--- config.mk ---
export PLATFORM = sky130hd
export DESIGN_NAME = isrs_front
export DESIGN_NICKNAME = d
export VERILOG_FILES = /design/src/hw/rtl/iterative_stiffness_reduction_step_top_defines.svh /design/src/hw/rtl/isrs_pkg.sv /design/src/hw/rtl/isrs_front.sv
export SDC_FILE = /design/constraint.sdc
export NUM_CORES = 2
export LEC_CHECK = 0
export ABC_AREA = 0
export BUFFER_PORTS_ARGS = -buffer_cell sky130_fd_sc_hd__clkbuf_2
export CORE_MARGIN = 10
export CORE_UTILIZATION = 54
export CTS_BUF_LIST = sky130_fd_sc_hd__clkbuf_16
export DETAILED_ROUTE_END_ITERATION = 12
export GPL_TIMING_DRIVEN = 1
export PLACE_DENSITY_LB_ADDON = 0.3
export REMOVE_ABC_BUFFERS = 1
export SYNTH_ARGS = -nofsm -noshare
export SYNTH_HDL_FRONTEND = slang
export SYNTH_SLANG_ARGS = --single-unit
export TNS_END_PERCENT = 20
--- constraint.sdc ---
create_clock -name clock -period 18.7 [get_ports clock]
set_input_delay 0.935 -clock clock [delete_from_list [all_inputs] [get_ports clock]]
set_output_delay 0.935 -clock clock [all_outputs]
set_load 0.02 [all_outputs]
--- src/hw/rtl/iterative_stiffness_reduction_step_top_defines.svh ---
// Assertion macros for the stiffness reduction step block.
// Used by modules that carry concurrent assertions; expects clock and reset in scope.
`ifndef ITERATIVE_STIFFNESS_REDUCTION_STEP_TOP_DEFINES_SVH
`define ITERATIVE_STIFFNESS_REDUCTION_STEP_TOP_DEFINES_SVH

// same-cycle implication
`define ISRS_ASSERT_NOW(lbl, ante, cons, msg) \
   lbl: assert property (@(posedge clock) disable iff (reset) (ante) |-> (cons)) \
      else $error(msg);

// next-cycle implication
`define ISRS_ASSERT_NEXT(lbl, ante, cons, msg) \
   lbl: assert property (@(posedge clock) disable iff (reset) (ante) |=> (cons)) \
      else $error(msg);

`endif

--- src/hw/rtl/isrs_pkg.sv ---
// Shared types and constants of the stiffness reduction step block.
// No dependencies.
`timescale 1ns / 1ps
`default_nettype none
package isrs_pkg;
   localparam int FRAC_BITS   = 16;
   localparam int TOTAL_WIDTH = 32;
   localparam int QBITS       = TOTAL_WIDTH - 1 + FRAC_BITS;
   localparam int NUM_W       = 63;
   localparam int DEN_W       = 32;
   localparam int REQ_W       = 152;
   localparam int RSP_W       = 96;
   localparam logic [16:0] ONE_Q16   = 17'h10000;
   localparam logic [30:0] STR_MAX   = 31'((64'd1 << (TOTAL_WIDTH - 1)) - 64'd1);
   localparam int QUEUE_DEPTH = 2;

   localparam logic [2:0] REG_PASS_MAX  = 3'd0;
   localparam logic [2:0] REG_TOLERANCE = 3'd1;
   localparam logic [2:0] REG_MAX_STEPS = 3'd2;
   localparam logic [2:0] REG_FINAL_DMG = 3'd3;
   localparam logic [2:0] REG_MODULUS   = 3'd4;
   localparam logic [2:0] REG_INV_RATIO = 3'd5;

   typedef struct packed {
      logic [7:0]  step_count_out;
      logic [16:0] damage_out;
      logic [30:0] strength_out;
      logic        was_damaged;
      logic [31:0] damaged_total;
      logic        calc;
      logic [16:0] one_minus_d;
      logic [30:0] eps_u;
      logic [31:0] tangent;
   } isrs_entry_type;
endpackage
`default_nettype wire

--- src/hw/rtl/isrs_front.sv ---
// Front end: configuration registers, damage gate, count and damage update, point counter.
// Depends on isrs_pkg.
`timescale 1ns / 1ps
`default_nettype none
module isrs_front (
   input  wire                      clock,
   input  wire                      reset,
   input  wire                      csr_we,
   input  wire  [2:0]               csr_index,
   input  wire  [30:0]              csr_wdata,
   input  wire                      accept,
   input  wire  [isrs_pkg::REQ_W-1:0] req_tdata,
   output isrs_pkg::isrs_entry_type entry,
   output logic [30:0]              modulus
);
   import isrs_pkg::*;

   logic [30:0] pass_max_ff, modulus_ff;
   logic [16:0] tol_ff, final_ff, ratio_ff;
   logic [7:0]  max_steps_ff;
   logic [31:0] counter_ff, counter_in;

   logic        first;
   logic signed [31:0] stress;
   logic [7:0]  count, count_inc;
   logic [16:0] dam, tol, ratio, om0, om1, dam_new;
   logic [30:0] sc, eps;
   logic [31:0] tan, base;
   logic [47:0] thr;
   logic signed [48:0] lhs, rhs;
   logic [33:0] om_prod;
   logic        hit, at_lim;

   always_comb begin
      first  = req_tdata[0];
      stress = req_tdata[32:1];
      count  = req_tdata[40:33];
      dam    = req_tdata[57:41];
      sc     = req_tdata[88:58];
      eps    = req_tdata[119:89];
      tan    = req_tdata[151:120];
      tol    = (tol_ff > ONE_Q16) ? ONE_Q16 : tol_ff;
      ratio  = (ratio_ff > ONE_Q16) ? ONE_Q16 : ratio_ff;
      thr    = 48'(ONE_Q16 - tol) * 48'(pass_max_ff);
      lhs    = {stress[31], stress, 16'd0};
      rhs    = {1'b0, thr};
      hit    = (pass_max_ff[30:FRAC_BITS] != '0) && (lhs >= rhs) && (count < max_steps_ff);
      count_inc = count + 8'd1;
      at_lim = (count_inc == max_steps_ff);
      om0    = ONE_Q16 - ((dam > ONE_Q16) ? ONE_Q16 : dam);
      om_prod = 34'(om0) * 34'(ratio);
      om1    = om_prod[32:16];
      dam_new = ONE_Q16 - om1;
      base   = first ? 32'd0 : counter_ff;
      counter_in = (hit && base != 32'hFFFF_FFFF) ? base + 32'd1 : base;

      entry.step_count_out = hit ? count_inc : count;
      entry.damage_out     = hit ? (at_lim ? final_ff : dam_new) : dam;
      entry.strength_out   = sc;
      entry.was_damaged    = hit;
      entry.damaged_total  = counter_in;
      entry.calc           = hit && !at_lim;
      entry.one_minus_d    = om1;
      entry.eps_u          = eps;
      entry.tangent        = tan;
      modulus              = modulus_ff;
   end

   always_ff @(posedge clock) begin
      if (reset) begin
         pass_max_ff  <= '0;
         tol_ff       <= 17'd655;
         max_steps_ff <= 8'd10;
         final_ff     <= ONE_Q16;
         modulus_ff   <= 31'd65536;
         ratio_ff     <= 17'd32768;
         counter_ff   <= '0;
      end else begin
         if (csr_we) begin
            case (csr_index)
               REG_PASS_MAX:  pass_max_ff  <= csr_wdata;
               REG_TOLERANCE: tol_ff       <= csr_wdata[16:0];
               REG_MAX_STEPS: max_steps_ff <= csr_wdata[7:0];
               REG_FINAL_DMG: final_ff     <= csr_wdata[16:0];
               REG_MODULUS:   modulus_ff   <= csr_wdata;
               REG_INV_RATIO: ratio_ff     <= csr_wdata[16:0];
               default: ;
            endcase
         end
         if (accept) counter_ff <= counter_in;
      end
   end
endmodule
`default_nettype wire

After elaboration in Yosys (flattened, before gate mapping):

Index checks and enable logic that the tools add are counted.

* register bits after elaboration: 153
* bits of input ports: 190
* output and inout port bits: 201
* logic and storage cells: 47

* $add $sub $neg: 5
* multiply operators: 2
* $lt $le $gt $ge: 5
* equal/unequal tests: 7
* multiplexer cells: 8
* reductions and logical operators: 13

Operators by type and width (count)
* two-way mux 17 bit: 5
* two-way mux 32 bit: 2
* > comparator 17 bit, second input constant: 3
* greater-or-equal comparator 48 x 49 -> 1 bit: 1
* multiplier 18 x 32 -> 48 bit: 1
* subtractor 17 bit, first input constant: 2
* multiplier 17 x 17 -> 33 bit: 1
* adder 32 x 1 -> 32 bit, second input constant: 1
* inequality test 32 bit, second input constant: 1
* subtractor 17 x 17 -> 18 bit, first input constant: 1
* nonzero test 15 bit: 1
* AND reduction 2 bit: 6
* adder 8 x 1 -> 8 bit, second input constant: 1
* equality test 8 bit: 1
* less-than comparator 8 bit: 1
* two-way mux 8 bit: 1
* equality test 3 x 2 -> 1 bit, second input constant: 2
* equality test 3 bit, second input constant: 2
* logical AND 1 bit: 4
* equality test 3 x 1 -> 1 bit, second input constant: 1
* zero test 3 bit: 1
* zero test 1 bit: 1

Logic depth before layout (Yosys ltp):

* depth in word-level cells: 9
* mapped depth: 48
* depth with buffers taken out: 45

Worst setup path before layout:

OpenSTA, ideal clock, no wires.

* kind: flip-flop to output port
* from: register tol_ff[0]
* to: output entry[166] (netlist bit)
* data arrival time: 10.662 ns
* data required time: 17.765 ns
* slack: 7.103 ns
* cell stages (with the launch flop): 47
* path buffers: 6
* cells stage by stage: dfxtp_1 > nor2b_1 > clkbuf_1 > inv_1 > ha_1 > o21a_1 > o21ai_0 > nor2_1 > o21ai_0 > nor2b_1 > a21oi_1 > o21ai_0 > clkbuf_1 > nand2_1 > fa_1 > inv_1 > fa_1 > fa_1 > (+11 left out) > a2111oi_0 > o311a_1 > a21o_1 > a21o_1 > a21o_1 > xnor2_1 > ha_1 > a2111oi_0 > o21ai_0 > o21a_1 > a211oi_1 > a31oi_1 > o41ai_2 > buf_6 > buf_2 > clkbuf_1 > nor2_1 > xor2_1

RTL lines
* from (decl): line isrs_front.sv:19 `logic [16:0] tol_ff, final_ff, ratio_ff;`
* from (signal assigned): line isrs_front.sv:82 `REG_TOLERANCE: tol_ff <= csr_wdata[16:0];`
* to (decl): line isrs_front.sv:13 `output isrs_pkg::isrs_entry_type entry,`

==> impl_metrics.py <==
metrics = {
    "logic_synthesis": {
        "synth_warnings": 0,
        "synthCells": 4441,
        "synth_edf_count": 0,
        "synth_area_per_cell_sq_um": 8.204,
        "synth.cell_area_sq_um": 36430,
        "async_flop_share": 0,
        "synthFlopType": "dfxtp_1",
        "yosysUniqueCellTypes": 86,
        "synth-seq-cells": 153,
        "synth_seq_area_share": 0.08407,
    },
    "setup_path": {
        "rr_startpoint": "tol_ff[16]",
        "max_stage_delay_ns": 0.98,
        "crit_start": "tol_ff[16]",
        "crit_required_ns": 17.77,
        "endpoint_kind": "primary output",
        "cp_slowest_cell": "nor4_1",
        "cp_max_fo": 39,
        "reg2regPathDepth": 45,
        "start_kind": "register",
        "endpoint": "entry[160]",
        "arrival_ns": 14.74,
        "critPathKind": "register to primary output",
        "r2r_end": "counter_ff[25]",
        "reg2reg_slack_ns": 4.30,
    },
    "clock_tree": {
        "ctsHoldBuffers": 0,
        "clockBufferDepth": 2,
        "post_cts_buffers": 0,
        "clkTransAtPathRegs_ns": 0.07,
        "cts.sinks": 153,
        "ctsResizeCount": 0,
        "cts_root_buffer": "clkbuf_16",
        "numCtsBuffers": 17,
        "clkLatencyLatePin_ns": 0.44,
        "cts_tree": "done",
        "h-tree-depth": 4,
    },
    "final_layout": {
        "stdcell_count": 5303,
        "finalNetCount": 5587,
        "drive_gt1_frac": 0.07338,
        "final_core_util": 0.5685,
        "n_fill_cell": 6276,
        "synthToLayoutAreaGrowth_pct": 4.598,
    },
    "timing": {
        "hold_viol_final": 0,
        "tightest_slew_ns": 1.248,
        "period_needed_ns": 15.68,
        "rsz0062_at_grt": "no",
        "holdWs_ns": 0.4562,
        "report.final.setup_viol": 0,
        "max_slew_margin": 0.1615,
        "period_share": 0.8383,
        "setup_slack_ns": 3.023,
        "finalMaxSlewViolations": 0,
        "finalSetupTns_ns": 0,
        "fmax_ghz": 0.06379,
        "finClkSkew_ns": 0.01165,
    },
    "die": {
        "core_sq_um": 67040,
        "io_pins": 391,
        "die_area_sq_um": 78260,
        "start_util": 0.5435,
        "die_w_um": 279.8,
        "core.rowCount": 95,
        "fp.dieH_um": 279.8,
    },
    "power_and_ir_drop": {
        "switching_share": 0.4542,
        "p_clk_frac": 0.220,
        "power.switching_uw": 712.6,
        "p_int_uw": 856.2,
        "leakage_nw": 18.80,
        "pwr-share-seq": 0.219,
        "ir_drop_mv": 0.06526,
        "combPwrFrac": 0.561,
        "power.density_nw_per_um2": 41.17,
    },
    "route": {
        "drt.antenna.violating_nets": 0,
        "drt-initial-drc-count": 2196,
        "wl_per_cell_um": 20.74,
        "vias_per_cell": 5.661,
        "wl_mm": 110.0,
        "vias": 30020,
        "drc": 0,
        "drt-pass1-iter-count": 5,
    },
    "placement": {
        "hpwl_mm": 86.53,
        "globalplace.congestion": 0.9380,
        "place_inst": 5270,
        "io_buffers": 202,
        "dpl_worst_slack_ns": 3.868,
    },
    "global_route": {
        "grt-ovfl-total": 0,
        "grt_pass1_wl_mm": 175.0,
        "grt_pass1_vias": 30960,
        "grt_max_degree": 96,
        "grtUsageTotal": 0.2851,
        "antenna_found_initial": 0,
    },
    "status": {
        "outcome": "complete, no violations",
    },
    "run": {
        "drv_cap": 0,
    },
    "min_path": {
        "hold_class": "register to register",
    },
}
-- flip-flops by register name (all words and copies together), names as in the netlist --
register,count
ratio_ff,17
pass_max_ff,31
tol_ff,17
counter_ff,32
modulus,31
final_ff,17
max_steps_ff,8
-- how the worst min path moves through the flow --
stage | end | start | cells after the start | slack, ns
finish | modulus[20] | modulus[20] | 2 | 0.46
global placement | modulus[20] | modulus[20] | 2 | 0.44
global route | modulus[20] | modulus[20] | 2 | 0.48
detailed placement | modulus[27] | modulus[27] | 2 | 0.45
floorplan | final_ff[14] | final_ff[14] | 2 | 0.43
CTS | modulus[27] | modulus[27] | 2 | 0.45
-- cells in the final DEF (no fill, tap or decap), drive strengths merged, types with 7 or more instances in the layout --
| cell type | instances |
|---|---|
| nand2 | 913 |
| inv | 793 |
| fa | 685 |
| ha | 296 |
| clkbuf | 218 |
| a21oi | 209 |
| and2 | 183 |
| nor2 | 183 |
| dfxtp | 153 |
| o21ai | 85 |
| xnor2 | 76 |
| xor2 | 49 |
| buf | 49 |
| nand3 | 42 |
| nor2b | 42 |
| nor3 | 41 |
| a21o | 35 |
| conb | 31 |
| and3 | 30 |
| nand4 | 27 |
| nor4 | 26 |
| nand3b | 22 |
| o21a | 20 |
| nand2b | 19 |
| a211oi | 16 |
| or3 | 16 |
| mux2i | 14 |
| a31oi | 14 |
| o211ai | 12 |
| nor3b | 9 |
| a211o | 8 |
| o311ai | 7 |
-- power by group through the flow --
stage	logic [mW]	registers, mW	clock network (mW)
2_1_floorplan	0.610	0.348	0
3_3_place_gp	0.853	0.351	0
3_5_place_dp	0.869	0.351	0
4_1_cts	0.875	0.344	0.349
5_1_grt	0.987	0.345	0.362
6_report	0.880	0.344	0.345
-- synthesized netlist by cell type (all sizes together), types with 4 or more instances --
cell type | number | share of area
nand2 | 913 | 0.094
inv | 785 | 0.081
fa | 685 | 0.38
ha | 296 | 0.10
clkbuf | 221 | 0.023
a21oi | 209 | 0.029
and2 | 183 | 0.031
nor2 | 183 | 0.019
dfxtp | 153 | 0.084
buf | 102 | 0.021
o21ai | 85 | 0.012
xnor2 | 76 | 0.018
xor2 | 49 | 0.012
nand3 | 42 | 0.0058
nor2b | 42 | 0.0072
nor3 | 41 | 0.0065
a21o | 35 | 0.0072
and3 | 30 | 0.0052
nand4 | 27 | 0.0048
nor4 | 26 | 0.0054
nand3b | 22 | 0.0045
o21a | 20 | 0.0041
nand2b | 19 | 0.0033
a211oi | 16 | 0.0033
or3 | 16 | 0.0027
a31oi | 14 | 0.0024
mux2i | 14 | 0.0038
o211ai | 12 | 0.0026
nor3b | 9 | 0.0022
a211o | 8 | 0.0019
o311ai | 7 | 0.0017
a2111oi | 6 | 0.0015
a22oi | 6 | 0.0012
o31ai | 6 | 0.0012
or2 | 6 | 0.0010
and4 | 5 | 0.0012
o21bai | 5 | 0.0010
a21boi | 4 | 0.00082
a41oi | 4 | 0.00096
nand4b | 4 | 0.00096
o2111ai | 4 | 0.00096
o311a | 4 | 0.0011
o41ai | 4 | 0.0012
or4 | 4 | 0.00082
-- layout make-up --
class	count	area (sq um)	share of cell area
antenna	1	2.502	0.00006566
clock buffer	17	425.4	0.01116
clock inverter	15	140.1	0.003677
inverter	786	2950	0.07742
multi-input combinational	3208	29060	0.7626
sequential	153	3063	0.08037
tap	873	1092	0.02866
timing repair buffer	250	1374	0.03605
-- critical path, delay by kind of cell (launching register included) --
family          cells  cell delay, ns
buf+inv            10            2.17
fa+ha+maj           9            3.81
simple gates       11            3.11
compound gates     15            3.99
flops               1            0.96
xor+xnor            1            0.15
-- layer usage --
metal	GRT usage	up-vias	share of wire
li1	-	13470	-
met1	0.3737	15040	0.41
met2	0.4414	1300	0.45
met5	0.04738	-	0.0041
met3	0.08928	205	0.10
met4	0.08621	10	0.031
-- stage by stage --
stage	area (sq um)	total power [mW]
final	38110	1.569
after global routing	38110	1.694
after CTS	38110	1.568
after detailed placement	37540	1.220
after global placement	37540	1.204
after floorplan	34960	0.9579
-- logic make-up (layout without fill, tap and decap cells) --
kind of cell,after synthesis,after routing,synth area share
fa+ha+maj,981,981,0.4780
xor+xnor,125,125,0.03005
flops,153,153,0.08407
other cells,2,32,0.0002061
simple gates,1581,1581,0.1987
compound gates,475,475,0.08033
buf+inv,1109,1068,0.1244
mux,15,15,0.004155
No activity file was read; power rests on OpenSTA's default activity.
