$ cat config.mk
export PLATFORM = sky130hd
export DESIGN_NAME = isrs_queue
export DESIGN_NICKNAME = d
export VERILOG_FILES = /design/src/hw/rtl/iterative_stiffness_reduction_step_top_defines.svh /design/src/hw/rtl/isrs_pkg.sv /design/src/hw/rtl/isrs_queue.sv
export SDC_FILE = /design/constraint.sdc
export NUM_CORES = 1
export LEC_CHECK = 0
export BUFFER_PORTS_ARGS = -buffer_cell sky130_fd_sc_hd__buf_2
export CAP_MARGIN = 10
export CORE_UTILIZATION = 32
export CTS_BUF_LIST = sky130_fd_sc_hd__clkbuf_8
export DETAILED_ROUTE_END_ITERATION = 10
export GPL_ROUTABILITY_DRIVEN = 0
export PLACE_DENSITY = 0.65
export SETUP_SLACK_MARGIN = 0.05
export SYNTH_ARGS = -nofsm -noshare
export SYNTH_HDL_FRONTEND = slang
export SYNTH_SLANG_ARGS = --single-unit
$ cat constraint.sdc
create_clock -name clock -period 8.41 [get_ports clock]
set_input_delay 0.4205 -clock clock [delete_from_list [all_inputs] [get_ports clock]]
set_output_delay 0.4205 -clock clock [all_outputs]
set_load 0.03 [all_outputs]
$ cat src/hw/rtl/iterative_stiffness_reduction_step_top_defines.svh
// Assertion macros for the stiffness reduction step block.
// Used by modules that carry concurrent assertions; expects clock and reset in scope.
`ifndef ITERATIVE_STIFFNESS_REDUCTION_STEP_TOP_DEFINES_SVH
`define ITERATIVE_STIFFNESS_REDUCTION_STEP_TOP_DEFINES_SVH

// same-cycle implication
`define ISRS_ASSERT_NOW(lbl, ante, cons, msg) \
   lbl: assert property (@(posedge clock) disable iff (reset) (ante) |-> (cons)) \
      else $error(msg);

// next-cycle implication
`define ISRS_ASSERT_NEXT(lbl, ante, cons, msg) \
   lbl: assert property (@(posedge clock) disable iff (reset) (ante) |=> (cons)) \
      else $error(msg);

`endif

$ cat src/hw/rtl/isrs_pkg.sv
// Shared types and constants of the stiffness reduction step block.
// No dependencies.
`timescale 1ns / 1ps
`default_nettype none
package isrs_pkg;
   localparam int FRAC_BITS   = 16;
   localparam int TOTAL_WIDTH = 32;
   localparam int QBITS       = TOTAL_WIDTH - 1 + FRAC_BITS;
   localparam int NUM_W       = 63;
   localparam int DEN_W       = 32;
   localparam int REQ_W       = 152;
   localparam int RSP_W       = 96;
   localparam logic [16:0] ONE_Q16   = 17'h10000;
   localparam logic [30:0] STR_MAX   = 31'((64'd1 << (TOTAL_WIDTH - 1)) - 64'd1);
   localparam int QUEUE_DEPTH = 2;

   localparam logic [2:0] REG_PASS_MAX  = 3'd0;
   localparam logic [2:0] REG_TOLERANCE = 3'd1;
   localparam logic [2:0] REG_MAX_STEPS = 3'd2;
   localparam logic [2:0] REG_FINAL_DMG = 3'd3;
   localparam logic [2:0] REG_MODULUS   = 3'd4;
   localparam logic [2:0] REG_INV_RATIO = 3'd5;

   typedef struct packed {
      logic [7:0]  step_count_out;
      logic [16:0] damage_out;
      logic [30:0] strength_out;
      logic        was_damaged;
      logic [31:0] damaged_total;
      logic        calc;
      logic [16:0] one_minus_d;
      logic [30:0] eps_u;
      logic [31:0] tangent;
   } isrs_entry_type;
endpackage
`default_nettype wire

$ cat src/hw/rtl/isrs_queue.sv
// Two-entry queue between front end and back end.
// Depends on isrs_pkg.
`timescale 1ns / 1ps
`default_nettype none
module isrs_queue (
   input  wire                      clock,
   input  wire                      reset,
   input  wire                      push,
   input  wire isrs_pkg::isrs_entry_type wr_entry,
   output logic                     full,
   input  wire                      pop,
   output logic                     not_empty,
   output isrs_pkg::isrs_entry_type rd_entry
);
   import isrs_pkg::*;

   isrs_entry_type slot_ff [QUEUE_DEPTH];
   logic       wr_ptr_ff, rd_ptr_ff;
   logic [1:0] cnt_ff;

   assign full      = (cnt_ff == 2'(QUEUE_DEPTH));
   assign not_empty = (cnt_ff != 2'd0);
   assign rd_entry  = slot_ff[rd_ptr_ff];

   always_ff @(posedge clock) begin
      if (push) slot_ff[wr_ptr_ff] <= wr_entry;
   end

   always_ff @(posedge clock) begin
      if (reset) begin
         wr_ptr_ff <= 1'b0;
         rd_ptr_ff <= 1'b0;
         cnt_ff    <= '0;
      end else begin
         if (push) wr_ptr_ff <= ~wr_ptr_ff;
         if (pop)  rd_ptr_ff <= ~rd_ptr_ff;
         cnt_ff <= cnt_ff + 2'(push) - 2'(pop);
      end
   end
endmodule
`default_nettype wire

=== After elaboration in Yosys (flattened, before gate mapping) ===
Memory sizes are Yosys's and may differ from the RTL's. A register that Yosys moved wholly into a read port is not among the register bits.
Cells that the tools add are included.

* Bitwise operators: 2
* Reductions and logical operators: 1
* Equal/unequal tests: 1
* Add/subtract/negate cells: 2
* Muxes and demuxes: 4

{| class="wikitable"
|+ Operator list
! kind !! number
|-
| $mux W1 || 4
|-
| $add A2 B1 Y2 || 1
|-
| $eq A2 B2 Y1 const B || 1
|-
| $not A1 Y1 || 2
|-
| $reduce_bool A2 Y1 || 1
|-
| $sub A2 B1 Y2 || 1
|}

* Word-level logic and storage cells: 14
* Bits of input ports: 174
* Output and inout bits: 172
* Register bits after elaboration: 4
* Memories kept: 1
* Memory bits (writable): 340

{| class="wikitable"
|+ Memories
! memory !! words !! bits a word !! rd ports !! clocked after Yosys merged registers in !! write ports !! RTL line !! text
|-
| slot_ff || 2 || 170 || 1 || 1 || 1 || isrs_queue.sv:17 || <nowiki>isrs_entry_type slot_ff [QUEUE_DEPTH];</nowiki>
|}

=== Logic depth before layout (Yosys ltp) ===
Gate-level depths: netlist (run 1).

* Depth in word-level cells: 3
* Mapped depth: 6
* Depth with buffers taken out: 6

=== Worst setup path after synthesis (run 1) ===
Ideal clock, no wire load.

* Kind: reg2reg
* Start: register wr_ptr_ff
* End: memory slot_ff[0][0] (netlist bit) (enable)
* Arrival time: 7830 ps
* Cell stages (with the launch flop): 2
* Clock period less this slack: 8553 ps
* Buffers on the path: 0
* Data required time: 7687 ps
* Path slack: -143 ps
* Setup time: 723 ps
* Cells stage by stage: dfxtp_1 > nor2b_1

{| class="wikitable"
|+ RTL lines
! item !! RTL line !! text
|-
| start: declaration || isrs_queue.sv:18 || <nowiki>logic wr_ptr_ff, rd_ptr_ff;</nowiki>
|-
| start signal: assignment || isrs_queue.sv:35 || <nowiki>if (push) wr_ptr_ff <= ~wr_ptr_ff;</nowiki>
|-
| end: declaration || isrs_queue.sv:17 ||
|}

Straight into the memory's write port.

==> reports/metrics.yaml, run 1 <==
clocking:
  ctsResizeCount: 0
  cts_buffers: 55
  clockBufferDepth: 3
  cts-root-buf: "clkbuf_8"
  clk_pin_slew_ps: 60
  cts.sinks: 345
  htree_levels: 2
  insertion_delay_ps: 610
  cts_tree: "done"
critical_path:
  timing_worst_setup_path_type: "register to output port"
  endpoint_kind: "output port"
  regToRegStartpoint: "wr_ptr_ff$_SDFFE_PP0P_"
  start_kind: "register"
  path_cells: "buf_4, buf_4, mux2_4, buf_2"
  reg2reg_slack_ps: 6150
  cp_common_cell: "buf_4"
  cpLargestDelayFamily: "buffers and inverters"
  required_ps: 7990
  crit_fanout: 58
  cp_num_buf_inv: 3
  arrival_ps: 3230
  r2r_cells: 2
  rr_endpoint: "slot_ff[1][2]$_DFFE_PP_"
  cp_slowest_cell: "buf_4"
  slowest_delay_ps: 750
routing:
  wl_per_cell_um: 16.2
  drt-total-wl_um: 27200
  post-route-drc-count: 0
  dr.pass1.iters: 4
  drtAntennaViolNets: 0
  drtIter0Drc: 352
  via_per_inst: 4.24
  num_vias: 7113
global_routing:
  grt_pass1_wl_um: 40900
  globalRouteOverflowTotal: 0
  grt_usage: 0.129
  grt_max_degree: 150
  antenna_found_initial: 2
  first_global_vias: 7526
synth:
  yosys.cell_count.top_type: "edfxtp_1"
  synth-edff-count: 340
  synthArstFlopShare: 0
  yosysTopAreaCell: "edfxtp_1"
  ys_ff_latch: 345
  ys_seq_area_frac: 0.800
  synth_common_cells: "edfxtp_1 (340), mux2_4 (100), mux2_2 (70), buf_6 (12), buf_2 (7)"
  synthFlopType: "edfxtp_1"
  syn-num-nets: 726
  synth_area_leaders: "edfxtp_1 (79%), mux2_4 (12%), mux2_2 (6.1%), buf_6 (1.0%), dfxtp_1 (0.78%)"
  yosysWarnings: 0
  avgSynthCellArea_um2: 23.4
  yosysUniqueCellTypes: 14
  syn_inst: 550
  synth_top_area_frac: 0.792
  syn_area_um2: 12900
min_path:
  min_to: "rd_ptr_ff$_SDFFE_PP0P_"
  min_path_type: "primary input to register"
  whs_path_depth: 3
  hp-start: "pop"
finish:
  nFillCells: 3463
  final_cells: 1678
  final_nets: 1286
  syn_to_final_growth_pct: 39.2
  final_layout_size_suffix_gt1_frac: 0.517
timing:
  hold_viol_final: 0
  finalWorstSetupSlack_ps: 4760
  max_freq_ghz: 0.274
  skew_ps: 9.90
  drv_slew: 0
  finalCriticalPeriod_ps: 3650
  finalCritPeriodShare: 0.434
  rsz0062_at_grt: "false"
  fin_tns_setup_ps: 0
  worst_slew_pin_slew_ps: 966
  slew-limit-headroom: 0.356
  setup_viol: 0
die:
  rows: 73
  chipWidth_um: 203
  die_area_um2: 41100
  initial_utilization: 0.324
  core_um2: 39700
  fp.dieH_um: 203
  pin_count: 346
placed_design:
  port_buffers: 345
  post-place-ws_ps: 5360
  dp_hpwl_um: 16300
  dp_cells: 1407
run_status:
  status: "completed"
power:
  p_total_w: 0.00406
  p_leak_nw: 7.00
  vdd_drop_max_mv: 0.157
  power.density_nw_per_um2: 226
job:
  drv_cap: 0
-- worst max-delay path by stage --
stage               cells past startpoint     start                 endpoint  slack (ps)
CTS                                     4  register             rd_entry[96]        4650
global route                            4  register             rd_entry[96]        4580
global placement                        4  register            rd_entry[154]        5400
floorplan                               1      push  slot_ff[0][0]$_DFFE_PP_        3120
detailed placement                      4  register             rd_entry[96]        5360
finish                                  4  register             rd_entry[96]        4760
-- through the flow --
stage	hold WS (ps)	area, um^2	utilization
floorplan	480	12900	-
global placement	493	15200	0.382
detailed placement	511	15200	0.382
CTS	37.5	17900	0.451
global route	102	17900	0.451
finish	131	17900	0.451
-- cells in the final DEF (no fill, tap or decap), types with 2 or more instances in the layout --
master	n
dlygate4sd3_1	171
buf_4	5
nor2b_1	2
dfxtp_1	4
buf_2	345
ha_1	2
xnor2_1	2
clkbuf_8	58
inv_1	14
clkinv_1	16
mux2_4	100
clkinv_2	7
mux2_2	70
edfxtp_1	340
nor2_1	4
bufinv_16	3
clkinvlp_4	3
-- what timing repair did --
| item | in CTS | in global routing |
|---|---|---|
| setup buffers | 0 | 0 |
| endpoints found under the setup margin | 0 | 0 |
| hold buffers | 171 | 0 |
| hold endpoints to repair | 345 | 0 |
-- flip-flops by register name, summed over array words and instances, names as in the netlist, named ones only --
signal and cells:
slot_ff 340, cnt_ff 2, rd_ptr_ff 1, wr_ptr_ff 1
-- layer usage --
layer | wire (um) | vias to the layer above | GRT usage
met4 | 712 | 2 | 0.0481
met3 | 2000 | 62 | 0.0478
met2 | 13200 | 282 | 0.213
li1 | - | 3315 | -
met1 | 11300 | 3452 | 0.152
met5 | 13 | - | 0
-- kinds of logic (layout without fill, tap and decap cells) --
family,count (synthesis),after routing,share of synthesized area
xor gates and xnor gates,3,3,0.00311
adders and majority gates,2,2,0.00194
buffers and inverters,21,623,0.0138
DFF,345,345,0.800
muxes,170,170,0.178
other,0,1,0
and+or+nand+nor,9,9,0.00359
-- power breakdown --
| group | total, W | internal [W] | switching, W |
|---|---|---|---|
| registers | 0.00204 | 0.00201 | 0.0000302 |
| clock network | 0.00136 | 0.000728 | 0.000635 |
| logic | 0.000658 | 0.000277 | 0.000381 |
-- area by class of cell --
type	instances	area, um^2	share of cell area
inverter	2	7.51	0.000418
sequential	345	10300	0.575
antenna	1	2.50	0.000139
clock buffer	58	798	0.0445
tap	525	657	0.0366
clock inverter	41	253	0.0141
multi-input combinational	184	2410	0.134
timing repair buffer	522	3500	0.195
-- tightest hold or removal path, cell delays in order --
cell	delay [ps]
buf_2	110
xnor2_1	80
nor2_1	80
Note: power is estimated with default switching activity, not from simulation.
==> inputs of run 2 (changes only) <==
ABC_AREA = 1   (was not set)
clock period = 3.33 ns   (was 8.41 ns; I/O delays follow)
==> run 2 against run 1 <==
Synthesized cell count grew 1.8%. Clock skew grew 8.3 ps. Cell count up 0.89%. Register-to-register slack got worse by 4500 ps. Highest routed layer unchanged. Clock-buffer cell count is 1 higher. Core utilization increased by 0.17 points. Routed wire length rose by 2.4%.
==> reports/metrics.yaml, run 2 <==
finish:
  final_common_cell: "buf_2"
  largest_reg_flops: 340
  reg_top3: "slot_ff x340, cnt_ff x2"
  nFillCells: 3470
  final_cell_mix: "buf_2 (345), edfxtp_1 (340), dlygate4sd3_1 (174)"
  final_cells: 1693
  syn_to_final_growth_pct: 39.6
  final_nets: 1300
  regMostFlops: "slot_ff"
  final_layout_size_suffix_gt1_frac: 0.510
  diodes: 0
synth:
  yosys.cell_count.top_type: "edfxtp_1"
  avgSynthCellArea_um2: 23.0
  syn_area_um2: 12900
  syn_inst: 560
  synthArstFlopShare: 0
  synthSimpleGateAreaFrac: 0.00427
  yosysTopAreaCell: "edfxtp_1"
  ys_seq_area_frac: 0.800
  syn-num-nets: 736
  synth_area_leaders: "edfxtp_1 (79%), mux2_4 (12%), mux2_2 (6.1%), buf_6 (1.0%), dfxtp_1 (0.78%)"
  synth_top_family_by_area: "multiplexers"
  synth-xor-area-share: 0.000679
  yosysWarnings: 0
  synthFlopType: "edfxtp_1"
  yosysUniqueCellTypes: 14
  synth_common_cells: "edfxtp_1 (340), mux2_4 (100), mux2_2 (70), buf_6 (12), inv_1 (8)"
  synth-edff-count: 340
  synth_compound_area_frac: 0.000388
  ys_ff_latch: 345
  yosys.area_share.adder: 0.00194
  synthMuxAreaShare: 0.178
  synth_top_area_frac: 0.792
timing:
  holdWs_ps: 272
  rsz0062_at_grt: "false"
  fin_tns_setup_ps: 0
  skew_ps: 18.2
  finalCritPeriodShare: 0.748
  finalCriticalPeriod_ps: 2490
  worst_slew_pin_slew_ps: 1020
  max_freq_ghz: 0.402
  setup_viol: 0
  slew-limit-headroom: 0.317
  drv_slew: 0
  hold_viol_final: 0
die:
  chipWidth_um: 203
  fp.dieH_um: 203
  die_area_um2: 41100
  initial_utilization: 0.325
  rows: 73
  core_um2: 39700
  pin_count: 346
global_routing:
  grt_max_degree: 133
  grt_pass1_wl_um: 41700
  first_global_vias: 7776
  met3_usage: 0.0406
  gr-usage-met2: 0.222
  grt-busiest-layer: "met2"
  globalRouteOverflowTotal: 0
  antenna_found_initial: 1
  use_met1: 0.153
  grt_usage: 0.132
power:
  power.density_nw_per_um2: 557
  vdd_drop_max_mv: 0.358
  p_leak_nw: 7.06
routing:
  via_per_inst: 4.26
  wl_per_cell_um: 16.5
  drt-total-wl_um: 27900
  drtIter0Drc: 272
  dr.pass1.iters: 4
  post-route-drc-count: 0
  drtAntennaViolNets: 0
  num_vias: 7206
critical_path:
  timing_worst_setup_path_type: "register to output port"
  reg2reg_slack_ps: 1700
  arrival_ps: 2320
  crit_fanout: 62
  regToRegStartpoint: "wr_ptr_ff$_SDFFE_PP0P_"
  start_kind: "register"
  required_ps: 3160
  endpoint_kind: "output port"
clocking:
  cts-root-buf: "clkbuf_8"
  clk_pin_slew_ps: 60
  clockBufferDepth: 3
  ctsResizeCount: 0
  cts_tree: "done"
  htree_levels: 2
  insertion_delay_ps: 620
  ctsHoldBuffers: 174
  cts_buffers: 55
  cts.sinks: 345
  post_cts_buffers: 0
placed_design:
  port_buffers: 345
  dp_cells: 1418
  dp_hpwl_um: 16600
min_path:
  hp-start: "wr_entry[88]"
  min_path_type: "primary input to register"
run_status:
  status: "completed"
job:
  drv_cap: 0
run 2: cell types whose count changed after synthesis, sizes merged, moves of 3 or more:
cell   before  now
nand2       0    5
nor2        4    7
nor2b       3    0
inv         2    8
run 2: metal layers:
| metal | share of wire | up-vias | wire [um] |
|---|---|---|---|
| li1 | - | 3348 | - |
| met1 | 0.42 | 3542 | 11700 |
| met2 | 0.49 | 258 | 13600 |
| met3 | 0.065 | 56 | 1810 |
| met4 | 0.029 | 2 | 797 |
| met5 | 0.00061 | - | 17 |
run 2: worst paths after layout:
path / to / cells past startpoint
max: rd_entry[106] / 3
max reg2reg: slot_ff[0][75]$_DFFE_PP_ / 2
min: slot_ff[0][88]$_DFFE_PP_ / 2
min reg2reg: rd_ptr_ff$_SDFFE_PP0P_ / 2
run 2: area by class of cell:
class                   instances  area [um^2]  share of cell area
clock buffers                  59          812              0.0451
clock inverters                42          210              0.0117
inverters                       8         33.8             0.00188
multi-input cells             188         2390               0.133
flip-flops and latches        345        10300               0.573
well taps                     525          657              0.0365
repair buffers                526         3580               0.199
run 2: where the power goes:
part	switching, W	total (W)	internal, W	leakage, nW
combinational	0.000910	0.00158	0.000669	3.23
clock	0.00163	0.00334	0.00171	0.596
sequential	0.0000714	0.00511	0.00504	3.23
total	0.00261	0.0100	0.00742	7.06
run 2: kinds of logic after synthesis:
logic type / Yosys count
xor+xnor: 1
flops: 345
compound gates: 1
simple gates: 14
buf+inv: 27
mux: 170
fa+ha+maj: 2
run 2: worst max-delay path: stages, from the launching register on:
cell and delay (ps):
dfxtp_4 660, buf_12 390, mux2_4 360, buf_2 180
run 2: per-stage QoR:
step	instance area, um^2	utilization	total power [W]	setup slack [ps]
floorplan	12900	-	0.00619	7.12
global placement	15200	0.384	0.00659	1420
detailed placement	15200	0.384	0.00662	1400
CTS	18000	0.453	0.0102	699
global route	18000	0.453	0.0104	664
finish	18000	0.453	0.0100	840
==> inputs of run 3 (changes only) <==
clock period = 2.05 ns   (was 3.33 ns; I/O delays follow)
==> run 3 against run 2 <==
Worst setup slack worse by 840 ps. Routed wire length is 6.7% higher. Clock skew is 9.1 ps lower. Critical path depth is 2 higher. Core utilization is 2.8 points higher. Non-clock buffer count is 41 higher. Clock-buffer cell count stayed put. Sequential share of layout area is 3.3 points lower. Hold slack worse by 58 ps. Largest cell class unchanged. Largest power group unchanged. Highest routed layer is now met4.
==> reports/metrics.yaml, run 3 (same netlist as run 2, synthesis figures left out) <==
critical_path:
  reg2reg_slack_ps: 590
  cp_slowest_cell: "dfxtp_4"
  slowest_delay_ps: 410
  regToRegStartpoint: "wr_ptr_ff$_SDFFE_PP0P_"
  start_kind: "register"
  path_cells: "buf_12, buf_12, buf_16, mux2_4, buf_2"
  cp_num_buf_inv: 4
  endpoint_kind: "output port"
  cp_common_cell: "buf_12"
  rr_endpoint: "slot_ff[1][93]$_DFFE_PP_"
  timing_worst_setup_path_type: "register to output port"
  r2r_cells: 4
  arrival_ps: 1950
  crit_fanout: 9
  required_ps: 1950
  cpLargestDelayFamily: "buffers and inverters"
global_routing:
  grt_usage: 0.141
  first_global_vias: 8092
  globalRouteOverflowTotal: 0
  grt_max_degree: 78
  grt_pass1_wl_um: 44300
  antenna_found_initial: 0
power:
  switching_power_w: 0.00432
  power.share.sequential: 0.494
  p_comb_frac: 0.184
  pwr-share-clk: 0.322
  vdd_drop_max_mv: 0.717
  power.density_nw_per_um2: 876
  intPower_w: 0.0124
  p_leak_nw: 7.57
  p_sw_frac: 0.258
min_path:
  min_to: "slot_ff[1][40]$_DFFE_PP_"
  hp-start: "wr_entry[40]"
  min_path_type: "primary input to register"
  whs_path_depth: 2
finish:
  nFillCells: 3303
  final_nets: 1343
  syn_to_final_growth_pct: 48.2
  final_cell_mix: "edfxtp_1 (340), buf_2 (276), dlygate4sd3_1 (174)"
  regArea_um2: 10300
  diodes: 0
  utilization: 0.481
  final_layout_size_suffix_gt1_frac: 0.524
  multiInputGateArea_um2: 2440
  regMostFlops: "slot_ff"
  reg_top3: "slot_ff x340, cnt_ff x2"
  largest_reg_flops: 340
  final_common_cell: "edfxtp_1"
die:
  core_um2: 39700
  rows: 73
  pin_count: 346
  chipWidth_um: 203
  fp.dieH_um: 203
  die_area_um2: 41100
  initial_utilization: 0.325
clocking:
  cts_tree: "done"
  cts-root-buf: "clkbuf_8"
  htree_levels: 2
  insertion_delay_ps: 610
  clockBufferDepth: 3
  cts_buffers: 57
  clk_pin_slew_ps: 60
  cts.sinks: 345
routing:
  drtAntennaViolNets: 0
  dr.pass1.iters: 4
  drtIter0Drc: 249
  wl_per_cell_um: 17.1
  num_vias: 7457
  drt-total-wl_um: 29800
  via_per_inst: 4.30
  post-route-drc-count: 0
timing:
  max_freq_ghz: 0.488
  finalCritPeriodShare: 0.999
  worst_slew_pin_slew_ps: 483
  setup_viol: 0
  slew-limit-headroom: 0.678
  hold_viol_final: 0
  holdWs_ps: 214
  rsz0062_at_grt: "true"
  skew_ps: 9.16
  drv_slew: 0
  finalCriticalPeriod_ps: 2050
placed_design:
  port_buffers: 345
  dp_hpwl_um: 18000
job:
  drv_cap: 0
run_status:
  status: "completed"
==> run 3: per-stage QoR <==
step           setup TNS (ps)  instance area, um^2  std cells  setup WS, ps  total power [W]
2_1_floorplan         -420210                12900        560         -1270           0.0101
3_3_place_gp                0                15500       1444           559           0.0108
3_5_place_dp                0                15500       1444           548           0.0108
4_1_cts                 -3320                18800       1727         -79.8           0.0168
5_1_grt                 -4170                19100       1735         -87.7           0.0174
6_report                    0                19100       1735          2.39           0.0167
==> run 3: timing repair <==
action / in CTS / in global routing
hold endpoints to repair: 350 / 0
endpoints found under the setup margin: 146 / 159
gates resized for setup: 122 / 42
cloned: 4 / 5
setup buffers: 3 / 3
hold buffers: 174 / 0
==> run 3: cell type report <==
type,instances,area share
multi-input combinational,188,0.128
tap,525,0.0344
clock inverter,43,0.0105
timing repair buffer,567,0.243
sequential,345,0.540
inverter,8,0.00177
clock buffer,59,0.0425
==> run 3: power by group through the flow <==
stage	Clock [W]	Sequential [W]	Combinational, W
after floorplan	0	0.00841	0.00165
after global placement	0	0.00840	0.00239
after detailed placement	0	0.00842	0.00242
after CTS	0.00556	0.00827	0.00295
after global routing	0.00588	0.00830	0.00323
final	0.00538	0.00828	0.00308
==> run 3: worst max path at each step <==
stage,start,to,depth (start not counted)
floorplan,wr_ptr_ff$_SDFFE_PP0P_,slot_ff[1][0]$_DFFE_PP_,2
global placement,register,rd_entry[3],4
detailed placement,register,rd_entry[3],4
CTS,register,rd_entry[112],4
global route,register,rd_entry[53],4
finish,register,rd_entry[151],5
==> run 3: metal layers <==
metal | global-route usage | vias up | part of all wire
li1 | - | 3455 | -
met1 | 0.161 | 3629 | 0.40
met2 | 0.243 | 313 | 0.50
met3 | 0.0448 | 60 | 0.076
met4 | 0.0577 | 0 | 0.023
met5 | 0 | - | 0
==> run 3: worst reg2reg max path, cell delays in order (launching register included) <==
cell        delay, ps
dfxtp_2           360
nand2_2            70
clkinvlp_4        190
buf_12            260
buf_12            250
